## config.mk

```make
export PLATFORM = sky130hd
export DESIGN_NAME = shsk_ctrl
export DESIGN_NICKNAME = d
export VERILOG_FILES = /design/src/sv/shsk_pkg.sv /design/src/sv/shsk_ctrl.sv
export SDC_FILE = /design/constraint.sdc
export NUM_CORES = 1
export LEC_CHECK = 0
export ABC_AREA = 1
export BUFFER_PORTS_ARGS = -buffer_cell sky130_fd_sc_hd__buf_4
export CORE_AREA = 5 5 42 44
export CTS_CLUSTER_SIZE = 40
export DETAILED_ROUTE_END_ITERATION = 12
export DIE_AREA = 0 0 47 49
export PLACE_DENSITY = 0.49
export SETUP_SLACK_MARGIN = 0.3
export SYNTH_ARGS = -nofsm -noshare
export SYNTH_HDL_FRONTEND = slang
export SYNTH_SLANG_ARGS = --single-unit
```

## constraint.sdc

```tcl
create_clock -name clk -period 3 [get_ports clk]
set_clock_uncertainty 0.2 [all_clocks]
set_input_delay 0.6 -clock clk [delete_from_list [all_inputs] [get_ports clk]]
set_output_delay 0.6 -clock clk [all_outputs]
set_load 0.005 [all_outputs]
```

## src/sv/shsk_pkg.sv

```systemverilog
// ----------------------------------------------------------------------------
// shsk_pkg - shared definitions for the shuffle sampler
// Constants, controller states and the command and status bundles that
// pass between the controller and the datapath.
// ----------------------------------------------------------------------------
package shsk_pkg;

    localparam int DEPTH_DEFAULT   = 4096;
    localparam int ID_BITS_DEFAULT = 24;

    localparam int RND_W    = 31;
    localparam int SEED_W   = 7;
    localparam int MAX_OUT  = 64;
    localparam int PADDR_W  = 3;
    localparam int PDATA_W  = 32;
    localparam int STEP_W   = $clog2(RND_W);

    localparam logic [SEED_W-1:0] SEED_COUNT_RESET = SEED_W'(10);

    // register index, taken from the word address
    localparam logic REG_SEED_COUNT = 1'b0;

    typedef enum logic [2:0] {
        S_IDLE,
        S_DIVIDE,
        S_READ,
        S_MOVE,
        S_PLACE,
        S_FINISH,
        S_EMIT_RD,
        S_EMIT_LOAD
    } state_t;

    typedef struct packed {
        logic latch_in;
        logic div_step;
        logic rd_pos;
        logic move;
        logic place;
        logic emit_setup;
        logic emit_rd;
        logic emit_load;
        logic clear_count;
    } cmd_t;

    typedef struct packed {
        logic full;
        logic div_last;
        logic pos_eq_count;
        logic last_item;
        logic emit_done;
        logic out_free;
    } status_t;

endpackage

```

## src/sv/shsk_ctrl.sv

```systemverilog
// ----------------------------------------------------------------------------
// shsk_ctrl - sequencing controller
// Steps each word through divide, swap, place and the seed emission.
// ----------------------------------------------------------------------------
module shsk_ctrl (
    input  logic              clk,
    input  logic              rst_n,
    input  logic              item_valid,
    output logic              item_ready,
    input  shsk_pkg::status_t st,
    output shsk_pkg::cmd_t    cmd
);

    shsk_pkg::state_t state_reg;
    shsk_pkg::state_t state_next;

    always_ff @(posedge clk or negedge rst_n)
    begin
        if (!rst_n)
        begin
            state_reg <= shsk_pkg::S_IDLE;
        end
        else
        begin
            state_reg <= state_next;
        end
    end

    always_comb
    begin
        state_next = state_reg;
        cmd        = '0;
        item_ready = 1'b0;
        case (state_reg)
            shsk_pkg::S_IDLE:
            begin
                item_ready = 1'b1;
                if (item_valid)
                begin
                    cmd.latch_in = 1'b1;
                    state_next   = shsk_pkg::S_DIVIDE;
                end
            end
            shsk_pkg::S_DIVIDE:
            begin
                // a full store drops the candidate but keeps its last mark
                if (st.full)
                begin
                    state_next = shsk_pkg::S_FINISH;
                end
                else
                begin
                    cmd.div_step = 1'b1;
                    if (st.div_last)
                    begin
                        state_next = shsk_pkg::S_READ;
                    end
                end
            end
            shsk_pkg::S_READ:
            begin
                if (st.pos_eq_count)
                begin
                    state_next = shsk_pkg::S_PLACE;
                end
                else
                begin
                    cmd.rd_pos = 1'b1;
                    state_next = shsk_pkg::S_MOVE;
                end
            end
            shsk_pkg::S_MOVE:
            begin
                cmd.move   = 1'b1;
                state_next = shsk_pkg::S_PLACE;
            end
            shsk_pkg::S_PLACE:
            begin
                cmd.place  = 1'b1;
                state_next = shsk_pkg::S_FINISH;
            end
            shsk_pkg::S_FINISH:
            begin
                if (st.last_item)
                begin
                    cmd.emit_setup = 1'b1;
                    state_next     = shsk_pkg::S_EMIT_RD;
                end
                else
                begin
                    state_next = shsk_pkg::S_IDLE;
                end
            end
            shsk_pkg::S_EMIT_RD:
            begin
                if (st.emit_done)
                begin
                    cmd.clear_count = 1'b1;
                    state_next      = shsk_pkg::S_IDLE;
                end
                else
                begin
                    cmd.emit_rd = 1'b1;
                    state_next  = shsk_pkg::S_EMIT_LOAD;
                end
            end
            shsk_pkg::S_EMIT_LOAD:
            begin
                if (st.out_free)
                begin
                    cmd.emit_load = 1'b1;
                    state_next    = shsk_pkg::S_EMIT_RD;
                end
            end
            default:
            begin
                state_next = shsk_pkg::S_IDLE;
            end
        endcase
    end

endmodule

```

==> qor.csv, run 1 <==
stage,metric,value,unit
power_and_ir_drop,Pleak,0.3414,nW
cells_and_area,layout cells sized above 1,32.93,%
routing,initial drt markers,18,
synth,Syn. warnings,0,
clock_tree,CTS Buf Count,3,
synth,multiplexer area fraction after synthesis,0,%
sta,worst slew pin tran,0.2549,ns
min_path,min-delay worst type,input port to asynchronous set/reset pin,
critical_path,critical path type,flip-flop to output pin,
placement,DP HPWL,701.7,microns
floorplan,Die W,47,microns
clock_tree,H-tree lvl count,1,
floorplan,Die Y,49,microns
critical_path,crit-path max FO,8,
synth,mapped cell area,325.3,sq um
synth,Synth Area in Compound Gates,3.846,%
sta,Slew Limit Fails,0,
synth,largest family of logic cells by synthesized area,simple AND/OR/NAND/NOR gates,
cells_and_area,max reg flops,3,
synth,XOR/XNOR Fraction of Synth Area,0,%
synth,Netlist cell types,13,
sta,hold_ws,0.4926,ns
grt,total track usage,8.809,%
critical_path,worst path arrival time,1.22,ns
floorplan,cell row count,14,
grt,met2 Use GR,11.09,%
routing,DRC violations left,0,
power_and_ir_drop,worst vdd ir,0.3048,mV
clock_tree,PostCTS Resize Cnt,0,
status,outcome,"complete, no violations",
job,Max-cap violations,0,
cells_and_area,Ant. Diodes,0,
clock_tree,clk slew on worst S/H paths,0.04,ns
sta,RSZ-0062 raised after global routing,false,
sta,clock period minus worst slack,2.024,ns
sta,slew margin rel.,83.01,%
floorplan,Die Area,0.002303,sq mm
floorplan,initial core utilization,23.21,%
synth,post-synthesis simple-gate area fraction,51.15,%
floorplan,IO Count,19,
power_and_ir_drop,pwr dens,786.8,mW/mm^2
grt,largest net degree at the start of global routing,9,
routing,DR pass1 iterations,4,
cells_and_area,number of fillers in the final layout,180,
clock_tree,clock buffer depth,2,
routing,Vias/cell,4.235,
clock_tree,clk root buf,clkbuf_4,
cells_and_area,"leading cell type in the layout, fill and taps excluded",buf_4,
grt,GR Util met3,3.690,%
routing,Vias,415,
clock_tree,CTS tree,done,
sta,Final TNS setup,0,ns
routing,mean routed wirelength per cell,8.388,microns
grt,grt met1 use,11.89,%
floorplan,Core Region,0.001401,sq mm
sta,Tcrit/Tclk final,67.47,%
clock_tree,worst skew pair latency,0.23,ns
synth,sequential-to-total area share from yosys stat,23.08,%
routing,antenna-violating nets left,0,
cells_and_area,Area Growth Syn to Fin,55.38,%
grt,vias in the first global route,386,
sta,FMAX,494.1,MHz
synth,Adder-Cell Fraction of Synth Area,0,%
critical_path,r2r setup slk,1.60,ns
placement,Port-buffer cells,18,
synth,Mapped Cells,60,
grt,first-pass GRT wire length,1469,microns
cells_and_area,Final #Nets,92,
routing,Routed WL,822,microns
critical_path,"Req. time, crit path",2.20,ns
placement,GPL Wtd Cong,0.7710,
sta,Setup-failing EPs final,0,
synth,Seq cells post-synth,3,
critical_path,Critical Path Sink Type,output pin,
synth,Syn Nets,69,
cells_and_area,most frequent cells in the layout,"buf_4, nor2_1, inv_1, nand2_1, nand3_1",
synth,Avg Synthesized Cell Area,5.422,sq um
grt,grt ovf,0,
grt,Most Crowded Layer GR,met1,
critical_path,startpoint types,flip-flop,
clock_tree,Sinks on Clock Net,3,
sta,Final Hold Viols,0,
grt,initial antenna violation count,0,
## final cells by class
cell class | count | area (sq um) | share of cell area [%]
multi-input cells | 40 | 178.9 | 35.40
repair buffers | 19 | 145.1 | 28.71
flip-flops and latches | 3 | 75.07 | 14.85
inverters | 16 | 60.06 | 11.88
clock buffers | 4 | 26.28 | 5.198
well taps | 16 | 20.02 | 3.960
## synthesized netlist by cell type (all sizes together)
master  instances  area share (%)
or2             1             1.9
nor2           16              20
nand4           1             1.9
buf             1             3.5
dfrtp           3              23
o211ai          1             2.3
inv            16              18
nand3           7              12
nand2          13              15
o21ai           1             1.5
## logic make-up (layout without fill, tap and decap cells)
kind of cell | count (synthesis) | in the layout
AND/OR/NAND/NOR | 38 | 38
buffers and inverters | 17 | 39
flip-flops | 3 | 3
AO/OA/AOI/OAI | 2 | 2
## final timing paths
check / from / endpoint / depth (start not counted)
setup / recovery: state_reg[1] / cmd[8] / 4
hold / removal: rst_n / state_reg[1] / 2
setup reg to reg: state_reg[1] / state_reg[0] / 6
hold reg to reg: state_reg[2] / state_reg[1] / 2
max in group asynchronous: rst_n / state_reg[2] / 2
min in group clk: st[0] / state_reg[1] / 4
## per-stage QoR
stage / std cells / setup slack, ns / util, % / area [sq um] / total power, mW
5_1_grt: 98 / 0.8307 / 36.07 / 505.5 / 0.4520
4_1_cts: 98 / 0.9631 / 36.07 / 505.5 / 0.4053
6_report: 98 / 0.9760 / 36.07 / 505.5 / 0.3977
3_3_place_gp: 93 / 1.165 / 33.48 / 469.2 / 0.3317
2_1_floorplan: 60 / 1.377 / - / 325.3 / 0.2485
3_5_place_dp: 93 / 1.168 / 33.48 / 469.2 / 0.3300
## critical path, cell delays in order (launching register included)
cell	delay [ns]
dfrtp_1	0.46
nor2_1	0.20
nand2_1	0.12
nor2_1	0.10
buf_4	0.11
## power by group
group          total [mW]  switching (mW)  internal (mW)
Sequential         0.0987          0.0376         0.0611
Clock              0.0696          0.0199         0.0498
Combinational       0.229           0.126          0.103
## per-layer routing
layer / share of wire [%] / wire, microns
met5: 0 / 0
met4: 0 / 0
met3: 8.0 / 66
met2: 46 / 378
met1: 46 / 377
## repair_timing
item                      4_1_cts  5_1_grt
hold buffers                    1        0
hold endpoints to repair        3        0
buffers inserted                0        0
Note: power is estimated with default switching activity, not from simulation.
==> inputs of run 2 (changes only) <==
Settings changed: ABC_AREA 1 to 0, PLACE_DENSITY 0.49 to 0.47.
Clock period 3 ns to 1.95 ns, I/O delays scaled along.
==> run 2 against run 1 <==
  * Core utilization up 12 points
  * Register-to-register slack worse by 1.2 ns
  * Synthesized cell count down 42%
  * Highest routed layer is now met4
  * Critical endpoint is now cmd[6]
  * Routed wire length up 40%
  * Via count down 0.72%
  * Sequential power up 83%
  * Setup slack worse by 0.88 ns
  * Combinational power rose to 3.2 times the previous value
  * Largest power group unchanged
  * Cell area up 34%
  * Global-route usage up 1.5 points
==> qor.csv, run 2 <==
stage,metric,value,unit,change
routing,Vias/cell,4.791,,+13%
synth,Netlist cell types,25,,+12
critical_path,crit-path max FO,6,,-2
clock_tree,clock buffer depth,2,,unchanged
routing,Routed WL,1149,microns,+40%
critical_path,startpoint types,flip-flop,,
synth,area share of the largest cell type after synthesis,24.59,%,+1.5 points
cells_and_area,fin cells,86,,-12%
floorplan,Die W,47,microns,unchanged
sta,FMAX,540.1,MHz,
clock_tree,worst skew pair latency,0.24,ns,about the same
sta,Tcrit/Tclk final,94.95,%,
clock_tree,H-tree lvl count,1,,unchanged
power_and_ir_drop,pwr dens,1518,mW/mm^2,+93%
cells_and_area,Storage cell area,78.83,sq um,+5.0%
synth,Synth Flop Type,dfrtp_1,,
synth,top post-synthesis cells by area,"dfrtp_1, buf_6, o21ai_0",,
routing,DRC violations left,0,,unchanged
synth,Avg Synthesized Cell Area,8.723,sq um,+61%
cells_and_area,max reg flops,3,,unchanged
placement,placed cells,66,,-29%
routing,DR pass1 iterations,4,,unchanged
routing,initial drt markers,5,,-13
sta,slew margin rel.,83.00,%,about the same
critical_path,Worst R2R Start,state_reg[0],,
floorplan,Core Region,0.001401,sq mm,unchanged
clock_tree,CTS tree,done,,
min_path,min-delay worst type,input port to flip-flop,,
floorplan,Die Y,49,microns,unchanged
cells_and_area,Post-Route Utilization,48.48,%,+12 points
routing,mean routed wirelength per cell,13.36,microns,+59%
floorplan,IO Count,19,,unchanged
clock_tree,CTS Buf Count,3,,unchanged
grt,total track usage,10.31,%,+1.5 points
placement,DP Worst Slack,0.2556,ns,-0.9128 ns
cells_and_area,"leading cell type in the layout, fill and taps excluded",buf_4,,
sta,Final Hold Viols,0,,unchanged
sta,worst slew pin tran,0.2523,ns,-0.002599 ns
power_and_ir_drop,overall power,1.032,mW,+160%
critical_path,worst path arrival time,1.26,ns,+0.04 ns
grt,grt ovf,0,,unchanged
sta,RSZ-0062 raised after global routing,true,,
cells_and_area,Final #Nets,80,,-13%
synth,Yosys top cell by area,dfrtp_1,,
synth,Seq cells post-synth,3,,unchanged
floorplan,initial core utilization,21.79,%,-1.4 points
sta,Setup-failing EPs final,0,,unchanged
floorplan,cell row count,14,,unchanged
cells_and_area,Ant. Diodes,0,,unchanged
synth,Syn Nets,44,,-36%
grt,vias in the first global route,393,,+1.8%
placement,DP HPWL,657,microns,-6.4%
synth,mapped cell area,305.3,sq um,-6.2%
synth,Syn. warnings,0,,unchanged
sta,Final TNS setup,0,ns,unchanged
critical_path,"Req. time, crit path",1.36,ns,-0.84 ns
status,outcome,"complete, no violations",,
cells_and_area,number of fillers in the final layout,140,,-22%
grt,first-pass GRT wire length,1690,microns,+15%
placement,Port-buffer cells,18,,unchanged
cells_and_area,layout cells sized above 1,71.43,%,+39 points
synth,Synth async-reset ratio,100.0,%,unchanged
critical_path,Critical Path Source,state_reg[2],,
clock_tree,clk root buf,clkbuf_4,,
synth,sequential-to-total area share from yosys stat,24.59,%,+1.5 points
clock_tree,clk slew on worst S/H paths,0.04,ns,about the same
synth,Post-synth EDFFs,0,,unchanged
grt,initial antenna violation count,0,,unchanged
synth,top cells by instance count after synthesis,"nand2_1, o21ai_0, dfrtp_1",,
grt,largest net degree at the start of global routing,10,,+1
sta,Slew Limit Fails,0,,unchanged
cells_and_area,most frequent cells in the layout,"buf_4, buf_6, nand2_1, o21ai_0",,
critical_path,critical path type,flip-flop to output pin,,
routing,Vias,412,,-0.72%
power_and_ir_drop,worst vdd ir,0.7265,mV,+140%
synth,Mapped Cells,35,,-42%
cells_and_area,Area Growth Syn to Fin,122.5,%,
floorplan,Die Area,0.002303,sq mm,unchanged
routing,antenna-violating nets left,0,,unchanged
sta,post-route setup slack,0.09845,ns,-0.8776 ns
placement,GPL Wtd Cong,0.6570,,-15%
job,Max-cap violations,0,,unchanged
power_and_ir_drop,Pleak,0.3107,nW,-9.0%
cells_and_area,area of the multi-input gates,245.2,sq um,+37%
critical_path,Critical Path Sink Type,output pin,,
clock_tree,Sinks on Clock Net,3,,unchanged
sta,clock period minus worst slack,1.852,ns,
min_path,min-delay src,item_valid,,
[run 2: cell count changes after synthesis, sizes merged, moves of 4 or more]
cell   before  now
o21ai       1    5
inv        16    3
nand3       7    0
nor2       16    2
nand2      13    4
[run 2: final timing paths]
| path | endpoint | slack [ns] | cells after the start |
|---|---|---|---|
| setup / recovery | cmd[6] | 0.1 | 3 |
| hold / removal | state_reg[0] | 0.20 | 3 |
| setup reg to reg | state_reg[1] | 0.37 | 5 |
| hold reg to reg | state_reg[2] | 0.51 | 2 |
| max in group asynchronous | state_reg[2] | 1.17 | 2 |
| min in group asynchronous | state_reg[0] | 0.27 | 2 |
[run 2: what timing repair did]
item	in CTS	in global routing
hold buffers	1	0
pin swaps	0	5
hold endpoints to repair	3	0
gates resized for setup	6	14
gates cloned	0	0
buffers inserted	5	10
setup endpoints to repair	10	10
[run 2: cells by family after synthesis]
logic type | after synthesis | share of synthesized area, %
compound gates | 10 | 24.18
buf+inv | 6 | 14.34
flops | 3 | 24.59
mux | 1 | 3.688
simple gates | 15 | 33.20
[run 2: power breakdown]
group / switching [mW] / internal [mW] / leakage (nW)
Combinational: 0.312 / 0.428 / 0.264
Sequential: 0.0799 / 0.101 / 0.0320
Clock: 0.0339 / 0.0768 / 0.0150
[run 2: critical path, stage by stage (launching register included)]
cell,delay (ns)
dfrtp_2,0.45
buf_6,0.14
nor4_4,0.27
buf_4,0.16
[run 2: metrics by stage]
step                instance area (sq um)  hold slack, ns
finish                              679.4          0.2014
global route                        679.4          0.2004
CTS                                 529.3          0.1908
detailed placement                  430.4        -0.01995
global placement                    430.4        -0.01906
floorplan                           305.3         -0.1056
[run 2: layer usage]
layer	share of wire [%]	GRT usage [%]
met5	0	0
met4	0.96	5.530
met2	59	18.33
met3	5.5	4.059
met1	34	9.313
[run 2: area by class of cell]
class	instances	area share, %
repair buffers	34	42.73
multi-input cells	26	36.10
inverters	3	2.762
flip-flops and latches	3	11.60
clock buffers	4	3.867
well taps	16	2.947
